### src/rtl/core/pss_pkg.sv
// shared types, sizes and codes for the priority-sweep process scheduler
// no dependencies; used by the interfaces, the engine, the top level and the checker
`timescale 1ns / 1ps

package pss_pkg;

    localparam int SLOTS        = 32;
    localparam int MAX_PRIORITY = 127;

    localparam int PRIO_W   = 7;
    localparam int STATUS_W = 2;
    localparam int SLOT_W   = $clog2(SLOTS);
    localparam int CNT_W    = $clog2(SLOTS + 1);
    localparam int THR_W    = $clog2(MAX_PRIORITY + 1);
    localparam int CMP_W    = (THR_W > PRIO_W) ? THR_W : PRIO_W;
    localparam int SPAN     = SLOTS * (MAX_PRIORITY + 1);
    localparam int SPAN_W   = $clog2(SPAN + 1);

    localparam logic FUNC_ADD  = 1'b0;
    localparam logic FUNC_PICK = 1'b1;

    localparam logic [STATUS_W-1:0] STATUS_ADDED  = 2'd0;
    localparam logic [STATUS_W-1:0] STATUS_FULL   = 2'd1;
    localparam logic [STATUS_W-1:0] STATUS_PICKED = 2'd2;
    localparam logic [STATUS_W-1:0] STATUS_NONE   = 2'd3;

    typedef struct packed {
        logic              func;
        logic [PRIO_W-1:0] priority_req;
        logic              mode;
    } pss_req_t;

    typedef struct packed {
        logic [STATUS_W-1:0] status;
        logic [SLOT_W-1:0]   slot;
        logic [PRIO_W-1:0]   slot_priority;
        logic                slot_mode;
    } pss_res_t;

    typedef struct packed {
        logic [PRIO_W-1:0] prio;
        logic              mode;
    } pss_entry_t;

endpackage

### src/rtl/core/pss_req_if.sv
// request channel: valid/ready handshake carrying one scheduler command
// depends on pss_pkg for field widths
`timescale 1ns / 1ps

interface pss_req_if;
    logic                       valid;
    logic                       ready;
    logic                       func;
    logic [pss_pkg::PRIO_W-1:0] priority_req;
    logic                       mode;

    modport source (output valid, output func, output priority_req, output mode,
                    input ready);
    modport sink   (input valid, input func, input priority_req, input mode,
                    output ready);
endinterface

### src/rtl/core/pss_res_if.sv
// result channel: valid/ready handshake carrying one scheduler answer
// depends on pss_pkg for field widths
`timescale 1ns / 1ps

interface pss_res_if;
    logic                         valid;
    logic                         ready;
    logic [pss_pkg::STATUS_W-1:0] status;
    logic [pss_pkg::SLOT_W-1:0]   slot;
    logic [pss_pkg::PRIO_W-1:0]   slot_priority;
    logic                         slot_mode;

    modport source (output valid, output status, output slot, output slot_priority,
                    output slot_mode, input ready);
    modport sink   (input valid, input status, input slot, input slot_priority,
                    input slot_mode, output ready);
endinterface

### src/rtl/core/pss_engine.sv
// slot table and sweep sequencer: handles one add or pick at a time
// depends on pss_pkg; instantiated by priority_sweep_process_scheduler
`timescale 1ns / 1ps

module pss_engine
(
    input  logic              clk,
    input  logic              rst_n,
    input  logic              start,
    input  pss_pkg::pss_req_t req,
    input  logic              res_ready,
    output logic              idle,
    output logic              done,
    output pss_pkg::pss_res_t res
);
    import pss_pkg::*;

    localparam logic [1:0] S_IDLE = 2'd0;
    localparam logic [1:0] S_SCAN = 2'd1;
    localparam logic [1:0] S_DONE = 2'd2;

    logic [1:0]        state_reg, state_next;
    logic [CNT_W-1:0]  count_reg, count_next;
    logic [SLOT_W-1:0] scan_ptr_reg, scan_ptr_next;
    logic [THR_W-1:0]  sweep_thr_reg, sweep_thr_next;
    logic [SPAN_W-1:0] issued_reg, issued_next;
    logic              chk_valid_reg, chk_valid_next;

    logic [SLOT_W-1:0] work_ptr_reg, work_ptr_next;
    logic [THR_W-1:0]  work_thr_reg, work_thr_next;
    logic [SLOT_W-1:0] chk_ptr_reg, chk_ptr_next;
    logic [THR_W-1:0]  chk_thr_reg, chk_thr_next;
    pss_res_t          res_reg, res_next;

    pss_entry_t        mem [SLOTS];
    pss_entry_t        rd_data_reg;
    logic              mem_we;
    logic [SLOT_W-1:0] mem_waddr;
    pss_entry_t        mem_wdata;

    logic              issue;
    logic              hit;
    logic [THR_W-1:0]  thr_dec;
    logic [SLOT_W-1:0] work_ptr_inc;
    logic [SLOT_W-1:0] chk_ptr_inc;

    // table memory, read port follows the working pointer every cycle
    always_ff @(posedge clk)
    begin
        if (mem_we)
        begin
            mem[mem_waddr] <= mem_wdata;
        end
        rd_data_reg <= mem[work_ptr_reg];
    end

    assign thr_dec      = (work_thr_reg == '0) ? THR_W'(MAX_PRIORITY)
                                               : work_thr_reg - THR_W'(1);
    assign work_ptr_inc = (work_ptr_reg == SLOT_W'(SLOTS - 1)) ? '0
                                                               : work_ptr_reg + SLOT_W'(1);
    assign chk_ptr_inc  = (chk_ptr_reg == SLOT_W'(SLOTS - 1)) ? '0
                                                              : chk_ptr_reg + SLOT_W'(1);
    assign issue        = (issued_reg != SPAN_W'(SPAN));

    // slots are never freed, so the used slots are exactly those below the fill count
    assign hit = chk_valid_reg && (CNT_W'(chk_ptr_reg) < count_reg)
                 && (CMP_W'(rd_data_reg.prio) >= CMP_W'(chk_thr_reg));

    always_comb
    begin
        state_next     = state_reg;
        count_next     = count_reg;
        scan_ptr_next  = scan_ptr_reg;
        sweep_thr_next = sweep_thr_reg;
        issued_next    = issued_reg;
        chk_valid_next = chk_valid_reg;
        work_ptr_next  = work_ptr_reg;
        work_thr_next  = work_thr_reg;
        chk_ptr_next   = chk_ptr_reg;
        chk_thr_next   = chk_thr_reg;
        res_next       = res_reg;
        mem_we         = 1'b0;
        mem_waddr      = count_reg[SLOT_W-1:0];
        mem_wdata      = '{prio: req.priority_req, mode: req.mode};

        unique case (state_reg)
            S_IDLE:
            begin
                if (start)
                begin
                    state_next = S_DONE;
                    if (req.func == FUNC_ADD)
                    begin
                        if (count_reg < CNT_W'(SLOTS))
                        begin
                            mem_we     = 1'b1;
                            count_next = count_reg + CNT_W'(1);
                            res_next   = '{status: STATUS_ADDED,
                                           slot: count_reg[SLOT_W-1:0],
                                           slot_priority: req.priority_req,
                                           slot_mode: req.mode};
                        end
                        else
                        begin
                            res_next = '{status: STATUS_FULL, default: '0};
                        end
                    end
                    else if (count_reg == '0)
                    begin
                        res_next = '{status: STATUS_NONE, default: '0};
                    end
                    else
                    begin
                        state_next     = S_SCAN;
                        work_ptr_next  = scan_ptr_reg;
                        work_thr_next  = sweep_thr_reg;
                        issued_next    = '0;
                        chk_valid_next = 1'b0;
                    end
                end
            end
            S_SCAN:
            begin
                // probe issue: threshold steps down, memory read starts at the pointer
                chk_valid_next = issue;
                if (issue)
                begin
                    chk_ptr_next  = work_ptr_reg;
                    chk_thr_next  = thr_dec;
                    work_ptr_next = work_ptr_inc;
                    work_thr_next = thr_dec;
                    issued_next   = issued_reg + SPAN_W'(1);
                end
                // probe check in the cycle after its issue; a probe in flight on a hit is dropped
                if (hit)
                begin
                    state_next     = S_DONE;
                    scan_ptr_next  = chk_ptr_inc;
                    sweep_thr_next = chk_thr_reg;
                    res_next       = '{status: STATUS_PICKED,
                                       slot: chk_ptr_reg,
                                       slot_priority: rd_data_reg.prio,
                                       slot_mode: rd_data_reg.mode};
                end
                else if (!issue && !chk_valid_reg)
                begin
                    // all SLOTS * (MAX_PRIORITY + 1) probes issued and checked without a match
                    state_next = S_DONE;
                    res_next   = '{status: STATUS_NONE, default: '0};
                end
            end
            S_DONE:
            begin
                if (res_ready)
                begin
                    state_next = S_IDLE;
                end
            end
            default:
            begin
                state_next = S_IDLE;
            end
        endcase
    end

    always_ff @(posedge clk or negedge rst_n)
    begin
        if (!rst_n)
        begin
            state_reg     <= S_IDLE;
            count_reg     <= '0;
            scan_ptr_reg  <= '0;
            sweep_thr_reg <= '0;
            issued_reg    <= '0;
            chk_valid_reg <= 1'b0;
        end
        else
        begin
            state_reg     <= state_next;
            count_reg     <= count_next;
            scan_ptr_reg  <= scan_ptr_next;
            sweep_thr_reg <= sweep_thr_next;
            issued_reg    <= issued_next;
            chk_valid_reg <= chk_valid_next;
        end
    end

    always_ff @(posedge clk)
    begin
        work_ptr_reg <= work_ptr_next;
        work_thr_reg <= work_thr_next;
        chk_ptr_reg  <= chk_ptr_next;
        chk_thr_reg  <= chk_thr_next;
        res_reg      <= res_next;
    end

    assign idle = (state_reg == S_IDLE);
    assign done = (state_reg == S_DONE) && res_ready;
    assign res  = res_reg;

endmodule

### src/rtl/core/priority_sweep_process_scheduler.sv
// Priority-sweep process scheduler.
// Channels: req (sink) carries func, priority_req and mode; rsp (source) carries
// status, slot, slot_priority and slot_mode. A transaction moves on a rising edge
// with valid and ready both high; every request gives exactly one response.
// An add places the process in the lowest free slot (status added) or reports
// table full. A pick probes slots round robin from the scan pointer while a
// threshold counts down and wraps to the maximum priority; the first used slot
// whose priority reaches the threshold is picked, else status nothing runnable.
// Timing: an add, or a pick on an empty table, is answered without probing. A pick
// answers from the check of its first matching probe; a sweep through all
// 32 * 128 = 4096 probes without a match answers nothing runnable. Responses
// pass from the engine's result register to the output register. One probe per
// cycle, set by the single read port of the slot table.
// Throughput: one request at a time; req.ready is high only while the engine
// is idle, so a new request is taken right after the previous one hands its
// response to the output register.
// Reset: all slots free, scan pointer and threshold zero; no clearing pass.
// A stalled receiver holds the response in the output register; the engine
// finishes the next request and waits with it until the register frees.
// depends on pss_pkg, pss_req_if, pss_res_if and pss_engine
`timescale 1ns / 1ps

module priority_sweep_process_scheduler
(
    input logic   clk,
    input logic   rst_n,
    pss_req_if.sink   req,
    pss_res_if.source rsp
);
    import pss_pkg::*;

    pss_req_t eng_req;
    pss_res_t eng_res;
    pss_res_t out_data_reg;
    logic     out_valid_reg;
    logic     eng_idle;
    logic     eng_done;
    logic     res_ready;
    logic     start;

    assign eng_req   = '{func: req.func, priority_req: req.priority_req, mode: req.mode};
    assign req.ready = eng_idle;
    assign start     = req.valid && eng_idle;
    assign res_ready = !out_valid_reg || rsp.ready;

    pss_engine u_engine
    (
        .clk       (clk),
        .rst_n     (rst_n),
        .start     (start),
        .req       (eng_req),
        .res_ready (res_ready),
        .idle      (eng_idle),
        .done      (eng_done),
        .res       (eng_res)
    );

    always_ff @(posedge clk or negedge rst_n)
    begin
        if (!rst_n)
        begin
            out_valid_reg <= 1'b0;
        end
        else if (eng_done)
        begin
            out_valid_reg <= 1'b1;
        end
        else if (rsp.ready)
        begin
            out_valid_reg <= 1'b0;
        end
    end

    always_ff @(posedge clk)
    begin
        if (eng_done)
        begin
            out_data_reg <= eng_res;
        end
    end

    assign rsp.valid         = out_valid_reg;
    assign rsp.status        = out_data_reg.status;
    assign rsp.slot          = out_data_reg.slot;
    assign rsp.slot_priority = out_data_reg.slot_priority;
    assign rsp.slot_mode     = out_data_reg.slot_mode;

endmodule

### src/flat_wrapper.sv
// flat-port wrapper written by rule: the top's interface ports become plain ports
module priority_sweep_process_scheduler_flat import pss_pkg::*;
  (clk, rst_n, req_valid, req_func, req_priority_req, req_mode, req_ready, rsp_valid, rsp_status, rsp_slot, rsp_slot_priority, rsp_slot_mode, rsp_ready);
  pss_req_if req_i ();
  pss_res_if rsp_i ();
  input logic clk;
  input logic rst_n;
  input wire logic [$bits(req_i.valid)-1:0] req_valid;
  input wire logic [$bits(req_i.func)-1:0] req_func;
  input wire logic [$bits(req_i.priority_req)-1:0] req_priority_req;
  input wire logic [$bits(req_i.mode)-1:0] req_mode;
  output wire logic [$bits(req_i.ready)-1:0] req_ready;
  output wire logic [$bits(rsp_i.valid)-1:0] rsp_valid;
  output wire logic [$bits(rsp_i.status)-1:0] rsp_status;
  output wire logic [$bits(rsp_i.slot)-1:0] rsp_slot;
  output wire logic [$bits(rsp_i.slot_priority)-1:0] rsp_slot_priority;
  output wire logic [$bits(rsp_i.slot_mode)-1:0] rsp_slot_mode;
  input wire logic [$bits(rsp_i.ready)-1:0] rsp_ready;
  assign req_i.valid = req_valid;
  assign req_i.func = req_func;
  assign req_i.priority_req = req_priority_req;
  assign req_i.mode = req_mode;
  assign req_ready = req_i.ready;
  assign rsp_valid = rsp_i.valid;
  assign rsp_status = rsp_i.status;
  assign rsp_slot = rsp_i.slot;
  assign rsp_slot_priority = rsp_i.slot_priority;
  assign rsp_slot_mode = rsp_i.slot_mode;
  assign rsp_i.ready = rsp_ready;
  priority_sweep_process_scheduler u_core (.clk(clk), .rst_n(rst_n), .req(req_i), .rsp(rsp_i));
endmodule
### config.mk
export PLATFORM = sky130hd
export DESIGN_NAME = priority_sweep_process_scheduler_flat
export DESIGN_NICKNAME = d
export VERILOG_FILES = /design/src/rtl/core/pss_pkg.sv /design/src/rtl/core/pss_req_if.sv /design/src/rtl/core/pss_res_if.sv /design/src/rtl/core/pss_engine.sv /design/src/rtl/core/priority_sweep_process_scheduler.sv /design/src/flat_wrapper.sv
export SDC_FILE = /design/constraint.sdc
export NUM_CORES = 1
export LEC_CHECK = 0
export BUFFER_PORTS_ARGS = -buffer_cell sky130_fd_sc_hd__buf_4
export CAP_MARGIN = 0
export CORE_MARGIN = 4
export CORE_UTILIZATION = 45
export CTS_BUF_LIST = sky130_fd_sc_hd__clkbuf_16
export DETAILED_ROUTE_END_ITERATION = 12
export GPL_TIMING_DRIVEN = 1
export PLACE_DENSITY = 0.58
export REMOVE_ABC_BUFFERS = 1
export SLEW_MARGIN = 15
export SYNTH_ARGS = -nofsm -noshare
export SYNTH_HDL_FRONTEND = slang
export SYNTH_HIERARCHICAL = 1
export SYNTH_SLANG_ARGS = --single-unit
### constraint.sdc
create_clock -name clk -period 8.25 [get_ports clk]
set_input_delay 1.2375 -clock clk [delete_from_list [all_inputs] [get_ports clk]]
set_output_delay 1.2375 -clock clk [all_outputs]
set_load 0.1 [all_outputs]
* Yosys cells after proc, flatten, opt, wreduce, memory -nomap -nowiden
Memory sizes are Yosys's and may differ from the RTL's. A register that Yosys moved wholly into a read port is not among the register bits.
Index checks and enable logic that the tools add are counted.
W data, S select, Z words.
** Cells by class
- $add $sub $neg :: 5
- $mul :: 0
- Div/mod/pow operators :: 0
- $lt $le $gt $ge :: 3
- Eq/ne operators :: 12
- Shift-type cells :: 0
- Muxes and demuxes :: 44
- Bitwise logic cells :: 1
- Reduce and logical (&&, ||, !) cells :: 21
** Operators by type and width (number)
- $mux W15 :: 5
- $mux W13 :: 4
- $mux W7 :: 5
- $mux W5 :: 6
- $pmux W15 S2 :: 1
- $pmux W13 S2 :: 1
- $mux W14 :: 1
- $pmux W7 S2 :: 1
- $add A13 B1 Y13 const B :: 1
- $ne A13 B13 Y1 const B :: 1
- $mux W2 :: 6
- $reduce_and A4 Y1 :: 3
- $mux W1 :: 11
- $add A5 B1 Y5 const B :: 2
- $eq A5 B5 Y1 const B :: 2
- $ne A2 B2 Y1 const B :: 5
- $pmux W5 S2 :: 1
- $ge A7 B7 Y1 :: 1
- $logic_not A7 Y1 :: 1
- $sub A7 B1 Y7 const B :: 1
- $add A6 B1 Y6 const B :: 1
- $logic_not A6 Y1 :: 1
- $lt A5 B6 Y1 :: 1
- $lt A6 B6 Y1 const B :: 1
- 14 further kinds :: 23
** Storage, ports and cells
- Register bits :: 89
- Bits in latches :: 0
- RAM bits :: 256
- Bits in read-only memories :: 0
- Bits of input ports :: 13
- Logic and storage cells :: 106
- Memories :: 1
** Memories
- u_core.u_engine.mem :: words 32, bits a word 8, rd ports 1, clocked after Yosys merged registers in 1, write ports 1, line pss_engine.sv:35 : pss_entry_t mem [SLOTS];

* Longest topological paths before layout
Gate-level depths: netlist of the first run.
- Word-level depth :: 7
- Depth in mapped cells :: 9
- Mapped depth without buffers :: 8

* By module
Netlist of the first run, hierarchy kept.
** Modules (own cells, without submodules)
- pss_engine :: times used 1, cells each 725, area each 13625.6 um^2, seq. area each 9869.5 um^2
- priority_sweep_process_scheduler :: times used 1, cells each 19, area each 504.2 um^2, seq. area each 475.5 um^2

* Worst setup path before layout of the first run
OpenSTA, ideal clock, no wires.
- Path kind :: register to register
- From :: register u_core.u_engine.state_reg[1]
- To :: memory u_core/u_engine/mem[23][0] (netlist name) (enable)
- Data arrival time :: 3383 ps
- Setup slack :: 4484 ps
- Cell stages (with the launch flop) :: 7
- Buffers on the path :: 0
- Clock period less this slack :: 3766 ps
- Cells stage by stage :: dfrtp_1 > nor2_1 > and2_1 > nand2_1 > nor3_2 > nand3_1 > nor3_1
** On the way
- Longest elaborated chain between the ends :: 6
** RTL lines
- start: declaration :: line pss_engine.sv:22 : logic [1:0] state_reg, state_next;
- start signal: assignment :: line pss_engine.sv:179 : state_reg <= state_next;
- $logic_not A2 Y1 :: line pss_engine.sv:197 : assign idle = (state_reg == S_IDLE);
- net req_ready :: line flat_wrapper.sv:12 : output wire logic [$bits(req_i.ready)-1:0] req_ready;
- $logic_and A1 B1 Y1 :: line priority_sweep_process_scheduler.sv:43 : assign start = req.valid && eng_idle;
- net u_core.start :: line priority_sweep_process_scheduler.sv:39 : logic start;
- $mux W1 :: line pss_engine.sv:89 : if (start)
- $mux W1 :: line pss_engine.sv:86 : unique case (state_reg)
- $mux W1 :: line pss_engine.sv:50 : if (mem_we)
- $mux W1 (not written as such) :: line pss_engine.sv:52 : mem[mem_waddr] <= mem_wdata;
- end: declaration :: line pss_engine.sv:35
The timed path passes the listed nets, and every way through them passes these cells.

* Worst setup path after layout of the first run
- From :: register u_core.u_engine.count_reg[3]
- To :: register u_core.u_engine.sweep_thr_reg[6]
** On the way
- Longest elaborated chain between the ends :: 4
** RTL lines
- start: declaration :: line pss_engine.sv:23 : logic [CNT_W-1:0] count_reg, count_next;
- start signal: assignment :: line pss_engine.sv:180 : count_reg <= count_next;
- $lt A5 B6 Y1 :: line pss_engine.sv:66 : assign hit = chk_valid_reg && (CNT_W'(chk_ptr_reg) < count_reg)
- $logic_and A1 B1 Y1 :: line pss_engine.sv:66
- $logic_and A1 B1 Y1 :: line pss_engine.sv:67 : && (CMP_W'(rd_data_reg.prio) >= CMP_W'(chk_thr_reg));
- $reduce_and A2 Y1 (no line)
- end signal: assignment :: line pss_engine.sv:182 : sweep_thr_reg <= sweep_thr_next;
- end: declaration :: line pss_engine.sv:25 : logic [THR_W-1:0] sweep_thr_reg, sweep_thr_next;
Every way passes these cells.
A chain may end at the register's enable or synchronous reset.

==> summary.md, run 1 <==
| Metric | Value |
|---|---|
| Nets | `about 830` |
| First-pass DRT Iterations | `5` |
| Hold Crit Class | `reg2reg` |
| Initial antenna violation count | `0` |
| Post-DP HPWL | `20700 um` |
| Family with the most delay on the worst path | `simple AND/OR/NAND/NOR gates` |
| Dpl ws | `4.50 ns` |
| Layout cells sized above 1 | `23.6%` |
| Routed via count | `7096` |
| Final period utilization | `39.8%` |
| Area grow syn2layout | `12.8%` |
| Initial DRC Count | `560` |
| Distinct cells, synth | `54` |
| Max VDD drop | `~0.00017 V` |
| Final WS setup | `4.97 ns` |
| Fin crit period | `~3.3 ns` |
| Postcts setup bufs | `0` |
| CTS resizes | `0` |
| Hold EP | `u_core/rsp.slot[0]` |
| Max transition margin | `around 29%` |
| Leak | `~5.4 nW` |
| Post-route ant nets | `0` |
| Pwr Total | `5.37 mW` |
| Initial core utilization | `between 40% and 50%` |
| Post-Syn Area | `14100 sq um` |
| Synthesized flop and latch total | `353` |
| Outcome | `finished clean` |
| Clock Tree Buf Depth | `3` |
| Post-CTS Hold Buffers | `0` |
| Placed Cells | `1146` |
| Critical path type | `reg2reg` |
| Hold Startpoint | `u_core/u_engine/res[8]` |
| DRC | `0` |
| Post-Place Cell Area | `around 15000 sq um` |
| Sequential area share after synthesis | `73.2%` |
| Gr ovfl total | `0` |
| Post-synthesis cell count | `between 700 and 800` |
| Antenna diodes | `0` |
| Worst-path clk slew | `0.06 ns` |
| Crit path capture type | `register` |
| Async SR Flop Fraction | `9.92%` |
| Root Driver | `clkbuf_16` |
| Clk pwr share | `30.0%` |
| Via density | `5.85` |
| Fmax | `slightly above 0.3 GHz` |
| Cells on worst reg2reg path | `8` |
| PwrDens | `337 nW/um^2` |
| Most frequent cells in the layout | `310 x edfxtp_1, 80 x mux4_2, 50 x nor2_1` |
| Arr. time, crit path | `3.68 ns` |
| RSZ-0062 raised after global routing | `no` |
| Row count | `64` |
| Final cell count without fillers | `1213` |
| Slew Viols, Final | `0` |
| Net Sw Frac | `30.9%` |
| Clk Latency, worst-skew pair | `0.52 ns` |
| Final setup viols | `0` |
| Syn_area_per_cell | `19.0 sq um` |
| Worst Tran Pin Value | `1.06 ns` |
| MaxCap Viol Count | `0` |
| Die ar. | `34300 sq um` |
| Port bufs | `29` |
| Pin count of the biggest net entering global routing | `69` |
| Die X | `approximately 190 um` |
| Worst path slowest cell | `nor3_2` |
| Crit path cell chain | `inv_1 -> ha_1 -> a211oi_1 -> o31a_1 -> o21ai_0 -> nor3_2 -> buf_4 -> mux2_2` |
| I/O pins | `30` |
| Num Clock Sinks | `353` |
| Required time of the critical path | `8.64 ns` |
| Reg2reg end | `u_core/u_engine/sweep_thr_reg[6]` |
| Commonest non-fill, non-tap cell in the layout | `edfxtp_1` |
| Sequential Power Share | `43.6%` |
| Switching Power | `1.66 mW` |
| Hold depth | `0` |
| Gp weighted congestion | `0.846` |
| H-tree levels | `2` |
| Worst clock skew | `0.0126 ns` |
| Final instance area | `15900 sq um` |
| Post-synth top flop | `edfxtp_1` |
| EDFF count, synth | `310` |
| Routed wire length | `32100 um` |
| Finished Core Util | `between 50 and 60%` |
| Die Y | `185 um` |
| Pint | `3.71 mW` |
| Vias in the first global route | `7303` |
| Global-route usage over all layers | `18.9%` |
| Yosys Warn Count | `6` |
| Startpoint types | `register` |
| CTS tree | `done` |
| Gate power share | `26.4%` |
| Hold_ws | `0.422 ns` |
| Setup_tns | `0 ns` |
| Max reg flops | `256` |
| WP buf/inv | `2` |
| CP max FO | `15` |
| R2r setup slk | `4.97 ns` |
| Delay of the slowest cell on the worst path | `0.74 ns` |
| Core Region | `30700 sq um` |
| Final Hold Viols | `0` |
| DR WL/cell | `roughly 26 um` |
| RR Startpoint | `u_core/u_engine/count_reg[3]` |
| First-pass GRT wire length | `47400 um` |
| CTS Buf Count | `38` |
Yosys cell counts (2+ instances only):
cell / instances / area (sq um)
nor4_1: 2 / 12.5
nor3_1: 5 / 25.0
ha_1: 23 / 288
edfxtp_1: 310 / 9310
o21ai_0: 11 / 55.1
dfrtp_1: 35 / 876
o21ai_1: 6 / 30.0
nor3_2: 2 / 20.0
and3_1: 6 / 37.5
a22o_1: 15 / 131
nand4b_1: 2 / 17.5
nand3_1: 18 / 90.1
xor2_1: 5 / 43.8
xnor2_1: 10 / 87.6
dfxtp_1: 8 / 160
buf_2: 5 / 25.0
mux2_1: 6 / 67.6
nand4_1: 3 / 18.8
mux4_2: 80 / 1800
clkbuf_1: 17 / 63.8
a31oi_1: 6 / 37.5
and2_1: 2 / 12.5
a21oi_1: 6 / 30.0
buf_6: 5 / 56.3
o31a_1: 2 / 17.5
o21a_1: 2 / 15.0
nor4b_1: 3 / 26.3
buf_1: 3 / 11.3
mux2_2: 14 / 158
inv_2: 2 / 7.51
nand2b_1: 5 / 31.3
inv_1: 20 / 75.1
o31ai_1: 3 / 22.5
nand2_1: 32 / 120
nor2_1: 51 / 191
worst register-to-register path, cell delays in order (launching register included):
cell	delay, ns
dfrtp_1	0.61
inv_1	0.19
ha_1	0.35
a211oi_1	0.25
o31a_1	0.15
o21ai_0	0.13
nor3_2	0.74
buf_4	0.38
mux2_2	0.36
cell type report:
type,instances,area (sq um)
fill,2454,14800
sequential,353,10300
multi-input combinational,339,3560
clock buffer,39,976
tap,396,495
timing repair buffer,36,270
clock inverter,28,210
inverter,22,82.6
per-layer routing:
| metal | vias to the layer above | GRT usage [%] | wire length [um] | part of all wire [%] |
|---|---|---|---|---|
| met3 | 46 | 3.65 | 1940 | 6.0 |
| li1 | 3061 | - | - | - |
| met4 | 0 | 4.82 | 631 | 2.0 |
| met1 | 3703 | 26.7 | 13800 | 43 |
| met5 | - | 0 | 0 | 0 |
| met2 | 286 | 30.8 | 15700 | 49 |
cell families (layout without fill, tap and decap cells):
logic type	after synthesis	after routing	share of synthesized area [%]
adder cells (fa/ha/maj)	23	23	2.04
XOR/XNOR	15	15	0.930
AND/OR/NAND/NOR	139	139	4.72
flip-flops	353	353	73.2
buffers and inverters	52	125	1.69
multiplexers	101	101	14.4
AO/OA/AOI/OAI	61	61	2.99
power groups by stage:
| stage | clock (mW) | sequential [mW] | combinational, mW |
|---|---|---|---|
| floorplan | 0 | 2.58 | 0.782 |
| global placement | 0 | 2.37 | 1.40 |
| detailed placement | 0 | 2.38 | 1.41 |
| CTS | 1.65 | 2.34 | 1.42 |
| global route | 1.73 | 2.36 | 1.51 |
| finish | 1.61 | 2.34 | 1.42 |
worst max path at each step:
stage,startpoint,end,slack [ns],cells past startpoint
after floorplan,u_core/u_engine/work_ptr_reg[0],u_core/u_engine/rd_data_reg[0],4.10,3
after global placement,req_valid,u_core/u_engine/mem[6][3],4.58,6
after detailed placement,req_valid,u_core/u_engine/mem[17][7],4.50,6
after CTS,u_core/u_engine/count_reg[3],u_core/u_engine/sweep_thr_reg[6],5.01,8
after global routing,u_core/u_engine/count_reg[3],u_core/u_engine/sweep_thr_reg[1],4.78,8
final,u_core/u_engine/count_reg[3],u_core/u_engine/sweep_thr_reg[6],4.97,8
No activity file was read; power rests on OpenSTA's default activity.
==> inputs of run 2 (changes only) <==
ABC_AREA = 1   (was default)
clock period = 3.25 ns   (was 8.25 ns; I/O delays follow)
==> summary.md, run 2 <==
| Metric | Value |
|---|---|
| Postcts setup bufs | `0 (unchanged)` |
| Synthesized flop and latch total | `353 (unchanged)` |
| Sequential cell area | `10300 sq um (unchanged)` |
| Initial DRC Count | `907 (was 560)` |
| Slew Viols, Final | `0 (unchanged)` |
| CTS resizes | `0 (unchanged)` |
| Commonest non-fill, non-tap cell in the layout | `nand2_1 (was edfxtp_1)` |
| Sequential area share after synthesis | `69.4% (was 73.2%)` |
| Met2 Wirelength | `15700 um (about the same)` |
| Area leader, netlist | `edfxtp_1 (unchanged)` |
| First-pass GRT wire length | `54900 um (was 47400 um)` |
| Metal1 wirelength | `16500 um (was 13800 um)` |
| Yosys top cell area share | `62.5% (was 65.9%)` |
| Post-DP HPWL | `21900 um (was 20700 um)` |
| MaxCap Viol Count | `0 (unchanged)` |
| Critical path type | `reg2reg (unchanged)` |
| Die ar. | `36100 sq um (was 34300 sq um)` |
| CTS Buf Count | `38 (unchanged)` |
| Num Clock Sinks | `353 (unchanged)` |
| Distinct cells, synth | `38 (was 54)` |
| Dpl ws | `0.722 ns (was 4.50 ns)` |
| Final cell count without fillers | `1833 (was 1213)` |
| DRC | `0 (unchanged)` |
| WP buf/inv | `6 (was 2)` |
| H-tree levels | `2 (unchanged)` |
| Pin count of the biggest net entering global routing | `138 (was 69)` |
| Synthesized-area fraction occupied by adder cells | `1.93% (was 2.04%)` |
| Area grow syn2layout | `13.2% (was 12.8%)` |
| Root Driver | `clkbuf_16 (unchanged)` |
| PwrDens | `824 nW/um^2 (was 337 nW/um^2)` |
| Final WS setup | `0.670 ns (was 4.97 ns)` |
| Family with the most delay on the worst path | `simple AND/OR/NAND/NOR gates (unchanged)` |
| Met3 routed WL | `2430 um (was 1940 um)` |
| Post-CTS Hold Buffers | `1 (was 0)` |
| Nets | `1398 (was 826)` |
| Hold Crit Class | `in2reg (was reg2reg)` |
| Pwr Total | `13.9 mW (was 5.37 mW)` |
| First-pass DRT Iterations | `6 (was 5)` |
| Fmax | `0.388 GHz (was 0.305 GHz)` |
| Crit path cell chain | `inv_1 -> nand2_1 -> inv_1 -> nand2_1 -> inv_1 -> inv_1 -> nor4_4 -> buf_4 -> nand2_1 -> buf_4 -> nor2_1 (was inv_1 -> ha_1 -> a211oi_1 -> o31a_1 -> o21ai_0 -> nor3_2 -> buf_4 -> mux2_2)` |
| Multi-input gate area | `3920 sq um (was 3560 sq um)` |
| Outcome | `finished clean (unchanged)` |
| Fin crit period | `2.58 ns (was 3.28 ns)` |
| Synth Area in XOR/XNOR | `0.412% (was 0.930%)` |
| Crit path capture type | `register (unchanged)` |
| Initial antenna violation count | `0 (unchanged)` |
| Most used cell, CP | `inv_1` |
| Via density | `5.30 (was 5.85)` |
| Arr. time, crit path | `2.73 ns (was 3.68 ns)` |
| Post-synthesis cell count | `1316 (was 744)` |
| Most frequent cell after synthesis | `nand2_1 (was edfxtp_1)` |
| Top cells by area, synth | `edfxtp_1 62%, nand2_1 8.8%, dfrtp_1 5.9%, nand3_1 3.6%, nor2_1 2.4% (was edfxtp_1 66%, mux4_2 13%, dfrtp_1 6.2%, ha_1 2.0%, nor2_1 1.4%)` |
| Syn_area_per_cell | `11.3 sq um (was 19.0 sq um)` |
| Fillers | `2813 (was 2454)` |
| Leak | `6.48 nW (was 5.42 nW)` |
| Largest family of logic cells by synthesized area | `simple AND/OR/NAND/NOR gates (was multiplexers)` |
| Final Hold Viols | `0 (unchanged)` |
| Required time of the critical path | `3.40 ns (was 8.64 ns)` |
| Worst-path clk slew | `0.06 ns (about the same)` |
| Most frequent cells in the layout | `348 x nand2_1, 310 x edfxtp_1, 107 x nand3_1 (was 310 x edfxtp_1, 80 x mux4_2, 50 x nor2_1)` |
| Routed wire length | `35500 um (was 32100 um)` |
| Clk Latency, worst-skew pair | `0.52 ns (about the same)` |
| Worst path slowest cell | `nor2_1 (was nor3_2)` |
| Layout cells sized above 1 | `11.2% (was 23.6%)` |
| Yosys Warn Count | `6 (unchanged)` |
| Gr ovfl total | `0 (unchanged)` |
| Worst Tran Pin Value | `0.755 ns (was 1.06 ns)` |
| CP max FO | `9 (was 15)` |
| Hold_ws | `0.222 ns (was 0.422 ns)` |
| Final period utilization | `79.4% (was 39.8%)` |
| Delay of the slowest cell on the worst path | `0.53 ns (was 0.74 ns)` |
| Post-Syn Area | `14900 sq um (was 14100 sq um)` |
| Simple-gate share of the synthesized area | `16.4% (was 4.72%)` |
| Worst clock skew | `0.0165 ns (was 0.0126 ns)` |
| Max reg flops | `256 (unchanged)` |
| Post-synth top cells | `348 x nand2_1, 310 x edfxtp_1, 107 x nand3_1, 96 x nor2_1, 94 x inv_1 (was 310 x edfxtp_1, 80 x mux4_2, 51 x nor2_1, 35 x dfrtp_1, 32 x nand2_1)` |
| Post-synth top flop | `edfxtp_1 (unchanged)` |
| Vias in the first global route | `9442 (was 7303)` |
| RSZ-0062 raised after global routing | `no (unchanged)` |
| Clock Tree Buf Depth | `3 (unchanged)` |
| Gp weighted congestion | `0.906 (was 0.846)` |
| Max transition margin | `49.6% (was 28.7%)` |
| Post-synthesis compound-gate area fraction | `7.56% (was 2.99%)` |
| Global-route usage over all layers | `19.7% (was 18.9%)` |
| Die X | `190 um (was 185 um)` |
| Die Y | `190 um (was 185 um)` |
| Post-synthesis mux area share | `0% (was 14.4%)` |
| Initial core utilization | `45.7% (was 46.0%)` |
| Startpoint types | `register (unchanged)` |
| CTS tree | `done (unchanged)` |
| I/O pins | `30 (unchanged)` |
| Highest metal used | `met4 (unchanged)` |
| Post-route ant nets | `0 (unchanged)` |
| Max VDD drop | `0.000530 V (was 0.000170 V)` |
| EDFF count, synth | `310 (unchanged)` |
| Core Region | `32600 sq um (was 30700 sq um)` |
| Routed via count | `9712 (was 7096)` |
| Row count | `66 (was 64)` |
| Antenna diodes | `0 (unchanged)` |
| Async SR Flop Fraction | `9.92% (unchanged)` |
| DR WL/cell | `19.4 um (was 26.5 um)` |
| Placed Cells | `1763 (was 1146)` |
| Port bufs | `29 (unchanged)` |
| Final setup viols | `0 (unchanged)` |
-- run 2: report_power, final --
part / internal (mW) / switching [mW] / leakage (nW)
registers: 5.49 / 0.345 / 3.32
clock network: 2.35 / 1.70 / 0.614
logic: 1.11 / 2.90 / 2.55
-- run 2: final timing paths --
kind | slack [ns] | cells after the start | to | start
max | 0.67 | 11 | u_core/u_engine/mem[20][3] | u_core/u_engine/state_reg[1]
min | 0.22 | 4 | u_core/rsp.valid | rsp_ready
max reg2reg | 0.67 | 11 | u_core/u_engine/mem[20][3] | u_core/u_engine/state_reg[1]
min reg2reg | 0.42 | 0 | u_core/rsp.slot_priority[1] | u_core/u_engine/res[2]
max in group asynchronous | 2.42 | 2 | u_core/rsp.valid | rst_n
min in group asynchronous | 0.47 | 2 | u_core/u_engine/issued_reg[11] | rst_n
-- run 2: layer usage --
layer	track usage [%]	vias to the layer above
met5	0	-
met4	6.18	0
met3	3.63	56
met2	29.2	314
met1	29.9	4705
li1	-	4637
-- run 2: logic make-up after synthesis --
group | count (synthesis)
flops | 353
fa+ha+maj | 23
compound gates | 193
simple gates | 586
buf+inv | 154
xor+xnor | 7
-- run 2: metrics by stage --
stage / TNS (ns) / area, sq um / util (%)
after detailed placement: 0 / 15700 / 48.0
final: 0 / 16900 / 51.7
after CTS: 0 / 16900 / 51.7
after global placement: 0 / 15700 / 48.0
after floorplan: -19.16 / 14600 / -
after global routing: 0 / 16900 / 51.7
-- run 2: worst reg2reg max path, delay by kind of cell, from the launching register on --
kind	cells	cell delay, ns
buf+inv	6	0.77
flops	1	0.45
simple gates	5	0.99
-- run 2: final cells by class --
| cell class | instances | area share, % |
|---|---|---|
| multi-input cells | 809 | 23.3 |
| clock inverters | 28 | 0.928 |
| flip-flops and latches | 353 | 61.4 |
| clock buffers | 41 | 6.08 |
| well taps | 442 | 3.28 |
| repair buffers | 61 | 2.88 |
| inverters | 99 | 2.21 |
